--- config.mk ---
export PLATFORM = sky130hd
export DESIGN_NAME = las_ctrl
export DESIGN_NICKNAME = d
export VERILOG_FILES = /design/src/sv/las_pkg.sv /design/src/sv/las_ctrl.sv
export SDC_FILE = /design/constraint.sdc
export NUM_CORES = 1
export LEC_CHECK = 0
export ABC_CLOCK_PERIOD_IN_PS = 2350
export BUFFER_PORTS_ARGS = -buffer_cell sky130_fd_sc_hd__buf_2
export CORE_AREA = 2 2 39 41
export DETAILED_ROUTE_END_ITERATION = 16
export DIE_AREA = 0 0 41 43
export PLACE_DENSITY = 0.49
export SLEW_MARGIN = 20
export SYNTH_ARGS = -nofsm -noshare
export SYNTH_HDL_FRONTEND = slang
export SYNTH_SLANG_ARGS = --single-unit
--- constraint.sdc ---
create_clock -name clk -period 2.35 [get_ports clk]
set_input_delay 0.1175 -clock clk [delete_from_list [all_inputs] [get_ports clk]]
set_output_delay 0.1175 -clock clk [all_outputs]
set_load 0.05 [all_outputs]
--- src/sv/las_pkg.sv ---
// ----------------------------------------------------------------------------
// las_pkg: shared types and constants for the local alignment score fill
// Command codes, register indexes, sequencer states and the control and
// status bundles between the sequencer and the datapath.
// ----------------------------------------------------------------------------
package las_pkg;

  // input command codes
  localparam logic [1:0] CMD_LOAD_FIRST  = 2'd0;
  localparam logic [1:0] CMD_LOAD_SECOND = 2'd1;
  localparam logic [1:0] CMD_START       = 2'd2;

  // configuration register indexes
  localparam logic [1:0] REG_MATCH      = 2'd0;
  localparam logic [1:0] REG_MISMATCH   = 2'd1;
  localparam logic [1:0] REG_GAP_OPEN   = 2'd2;
  localparam logic [1:0] REG_GAP_EXTEND = 2'd3;

  // configuration reset values
  localparam logic [7:0] RST_MATCH      = 8'd2;
  localparam logic [7:0] RST_MISMATCH   = 8'd1;
  localparam logic [7:0] RST_GAP_OPEN   = 8'd2;
  localparam logic [7:0] RST_GAP_EXTEND = 8'd1;

  localparam int unsigned POS_WIDTH  = 11;
  localparam int unsigned BEST_WIDTH = 15;

  typedef enum logic [1:0] {
    ST_IDLE,
    ST_ROW,
    ST_CELL,
    ST_DONE
  } state_t;

  typedef struct packed {
    logic load_first;
    logic load_second;
    logic start;
    logic row_issue;
    logic cell_step;
    logic finish;
  } ctrl_t;

  typedef struct packed {
    logic empty;
    logic col_last;
    logic row_last;
    logic out_free;
  } stat_t;

endpackage

--- src/sv/las_ctrl.sv ---
// ----------------------------------------------------------------------------
// las_ctrl: sequencer for the score fill
// Takes load and start beats while idle, then walks rows and cells and
// hands the result to the output register.
// ----------------------------------------------------------------------------
module las_ctrl (
  input  logic            clk,
  input  logic            rst_n,
  input  logic            in_valid,
  output logic            in_stall,
  input  logic [1:0]      in_cmd,
  input  las_pkg::stat_t  stat,
  output las_pkg::ctrl_t  ctrl
);

  las_pkg::state_t state_r, state_nxt;

  always_ff @(posedge clk) begin
    if (!rst_n) begin
      state_r <= las_pkg::ST_IDLE;
    end else begin
      state_r <= state_nxt;
    end
  end

  always_comb begin
    state_nxt = state_r;
    ctrl      = '0;
    in_stall  = 1'b1;
    unique case (state_r)
      las_pkg::ST_IDLE: begin
        in_stall = 1'b0;
        if (in_valid) begin
          priority if (in_cmd == las_pkg::CMD_LOAD_FIRST) begin
            ctrl.load_first = 1'b1;
          end else if (in_cmd == las_pkg::CMD_LOAD_SECOND) begin
            ctrl.load_second = 1'b1;
          end else if (in_cmd == las_pkg::CMD_START) begin
            ctrl.start = 1'b1;
            state_nxt  = stat.empty ? las_pkg::ST_DONE : las_pkg::ST_ROW;
          end else begin
            // unused command: beat is dropped
          end
        end
      end
      las_pkg::ST_ROW: begin
        ctrl.row_issue = 1'b1;
        state_nxt      = las_pkg::ST_CELL;
      end
      las_pkg::ST_CELL: begin
        ctrl.cell_step = 1'b1;
        if (stat.col_last) begin
          state_nxt = stat.row_last ? las_pkg::ST_DONE : las_pkg::ST_ROW;
        end
      end
      las_pkg::ST_DONE: begin
        if (stat.out_free) begin
          ctrl.finish = 1'b1;
          state_nxt   = las_pkg::ST_IDLE;
        end
      end
      default: begin
        state_nxt = las_pkg::ST_IDLE;
      end
    endcase
  end

endmodule

==> impl_metrics.ini <==
[route]
remaining_drc_errors = 0
total_number_of_vias = 235
ant_nets = 0
vias_per_cell = 4.12
drt_iter0_markers = 3
finalWirelength_um = 484
drt_first_pass_iters = 4
wire_per_inst_um = 8.49

[timing]
timing_max_transition_violations_final = 0
fin_crit_sh_pct = 67.2
setup_viol = 0
slew_headroom_pct = 78.4
grt_setup_unrepaired = false
timing.final.hold_violations = 0
layout_min_cycle_time_ns = 1.58
worst-slew-pin-transition_ns = 0.323
max_freq_ghz = 0.633
fin_tns_setup_ns = 0
finClkSkew_ns = 0.00677

[power]
cellPowerDensity_nw_per_um2 = 888
vdd.ir_drop.worst_v = 0.000284
pwr-share-clk_pct = 29.8
power.share.combinational_pct = 49.0
net-switching-power_uw = 126
sw_frac_of_total_pct = 47.3
share_seq_of_total_power_pct = 21.2
p_int_uw = 141
leakage_uw = 0.000173

[worst_setup_path]
cp_num_buf_inv = 1
worstPathArrival_ns = 1.46
required_ns = 2.23
crit_type = flip-flop to output port
crit_path_cell_trace = nor2_2 > nand2_1 > nor3b_1 > buf_2
crit_path_max_fanout = 9
critPathCaptureType = output port
max_stage_delay_ns = 0.39
crit_slowest_cell = dfxtp_1
timing.critical_path.max_delay_family = simple AND/OR/NAND/NOR gates
element_type_at_the_critical_path_start = flip-flop

[synthesis]
netlist_instances = 24
fraction_of_the_yosys_area_taken_by_sequential_cells_pct = 20.6
syn_area_per_cell_um2 = 8.08
syn_area_um2 = 194
flops_latches_synth = 2
distinct_cells_synth = 16
synth_top_area_share_pct = 20.6
yosysTopAreaCell = dfxtp_1
postSynthNetCount = 33
synth.yosys.warnings = 0
synth.area.top_cells = dfxtp_1 (21%), a221oi_2 (7.7%), nor3b_1 (7.7%), nor2b_4 (7.1%), and3_1 (6.5%)

[clocking]
cts_repair_resize_count = 0
cts_post_setup_buffers_inserted = 0
cts.path.max_buffers = 2
cts.root.buffer_cell = clkbuf_4
cts_inserted_buffers = 3
clkSlewWorstSetupHoldPaths_ns = 0.03
cts_max_level = 1
cts_tree = built
clock-sinks = 2
clkLatencyLatePin_ns = 0.23
ctsHoldBuffers = 0

[placement]
dp.cells = 54
port_buffers = 15
place_congestion = 0.668

[global_routing]
first_global_vias = 163
gr-total-overflow = 0
grt_start_max_net_pins = 10
grt_pass1_wl_um = 593
antenna_violations_before_repair = 0
groute.usage.overall_pct = 5.41

[run_status]
outcome = finished clean

[flow_run]
max_cap_viols = 0

[floorplan]
dieHeight_um = 43
die-width_um = 41
core_area_um2 = 1380
floorplan.io_pins = 16
start_util_pct = 14.0
total_die_area_um2 = 1760
row_count = 14

[finish]
area_growth_pct = 54.8
num-nets-final = 52
regMostFlops = state_r
share_of_final_layout_standard_cells_stronger_than_drive_strength_1_pct = 51.2
largest_register_ff_count = 2
reg_top3 = state_r (2)
instances_no_fill = 57
layout.cells.most_common = buf_2
layout.cells.most_common_list = buf_2 (15), nand2_1 (3), clkbuf_4 (3)
antennaDiodeCount = 0

[worst_hold_path]
min-delay-path-class = primary input to flip-flop
cell type report:
cell class | count | area (um2)
Fill cell | 152 | 1080
Multi-Input combinational cell | 19 | 135
Timing Repair Buffer | 15 | 75.1
Sequential cell | 2 | 40.0
Clock buffer | 3 | 22.5
Tap cell | 16 | 20.0
Inverter | 2 | 7.51
cell usage after synthesis:
cell type	count
nand2b_1	2
o21a_1	1
a221oi_2	1
nor3_1	2
nor2b_1	1
o211a_1	1
buf_6	1
inv_1	2
nor2b_4	1
and3_1	2
nor2_2	1
nand3b_1	1
nand2_1	3
dfxtp_1	2
nor3b_1	2
a22oi_1	1
power by group through the flow:
stage | sequential [uW] | combinational [uW] | clock, uW
2_1_floorplan | 48.5 | 117 | 0
3_3_place_gp | 56.9 | 132 | 0
3_5_place_dp | 57.3 | 131 | 0
4_1_cts | 56.8 | 132 | 82.4
5_1_grt | 58.9 | 139 | 86.3
6_report | 56.7 | 131 | 79.5
logic make-up after synthesis:
kind of cell	share of synthesized area (%)
simple gates	49.0
buf+inv	9.68
flops	20.6
compound gates	20.6
metrics by stage:
step	setup WS, ns	total power, uW	util (%)	instance area (um2)	hold slack (ns)
final	0.771	267	21.7	300	0.109
after global routing	0.720	284	21.7	300	0.113
after CTS	0.765	271	21.7	300	0.109
after detailed placement	1.01	189	20.1	278	0.338
after global placement	1.05	189	20.1	278	0.339
after floorplan	0.384	166	-	194	0.235
worst paths after layout:
| path | startpoint | endpoint | slack [ns] | cells after the start |
|---|---|---|---|---|
| min reg2reg | state_r[1]$_SDFFE_PN0P_ | state_r[1]$_SDFFE_PN0P_ | 0.73 | 2 |
| min | rst_n | state_r[1]$_SDFFE_PN0P_ | 0.11 | 2 |
| max | state_r[0]$_SDFFE_PN0P_ | ctrl[4] | 0.77 | 4 |
| max reg2reg | state_r[0]$_SDFFE_PN0P_ | state_r[1]$_SDFFE_PN0P_ | 1.28 | 3 |
per-layer routing:
metal,part of all wire [%],vias to the layer above,track usage [%]
li1,-,120,-
met1,45,101,7.32
met2,40,14,5.00
met3,15,0,6.28
met4,0,0,2.00
met5,0,-,0
Note: power is estimated with default switching activity, not from simulation.
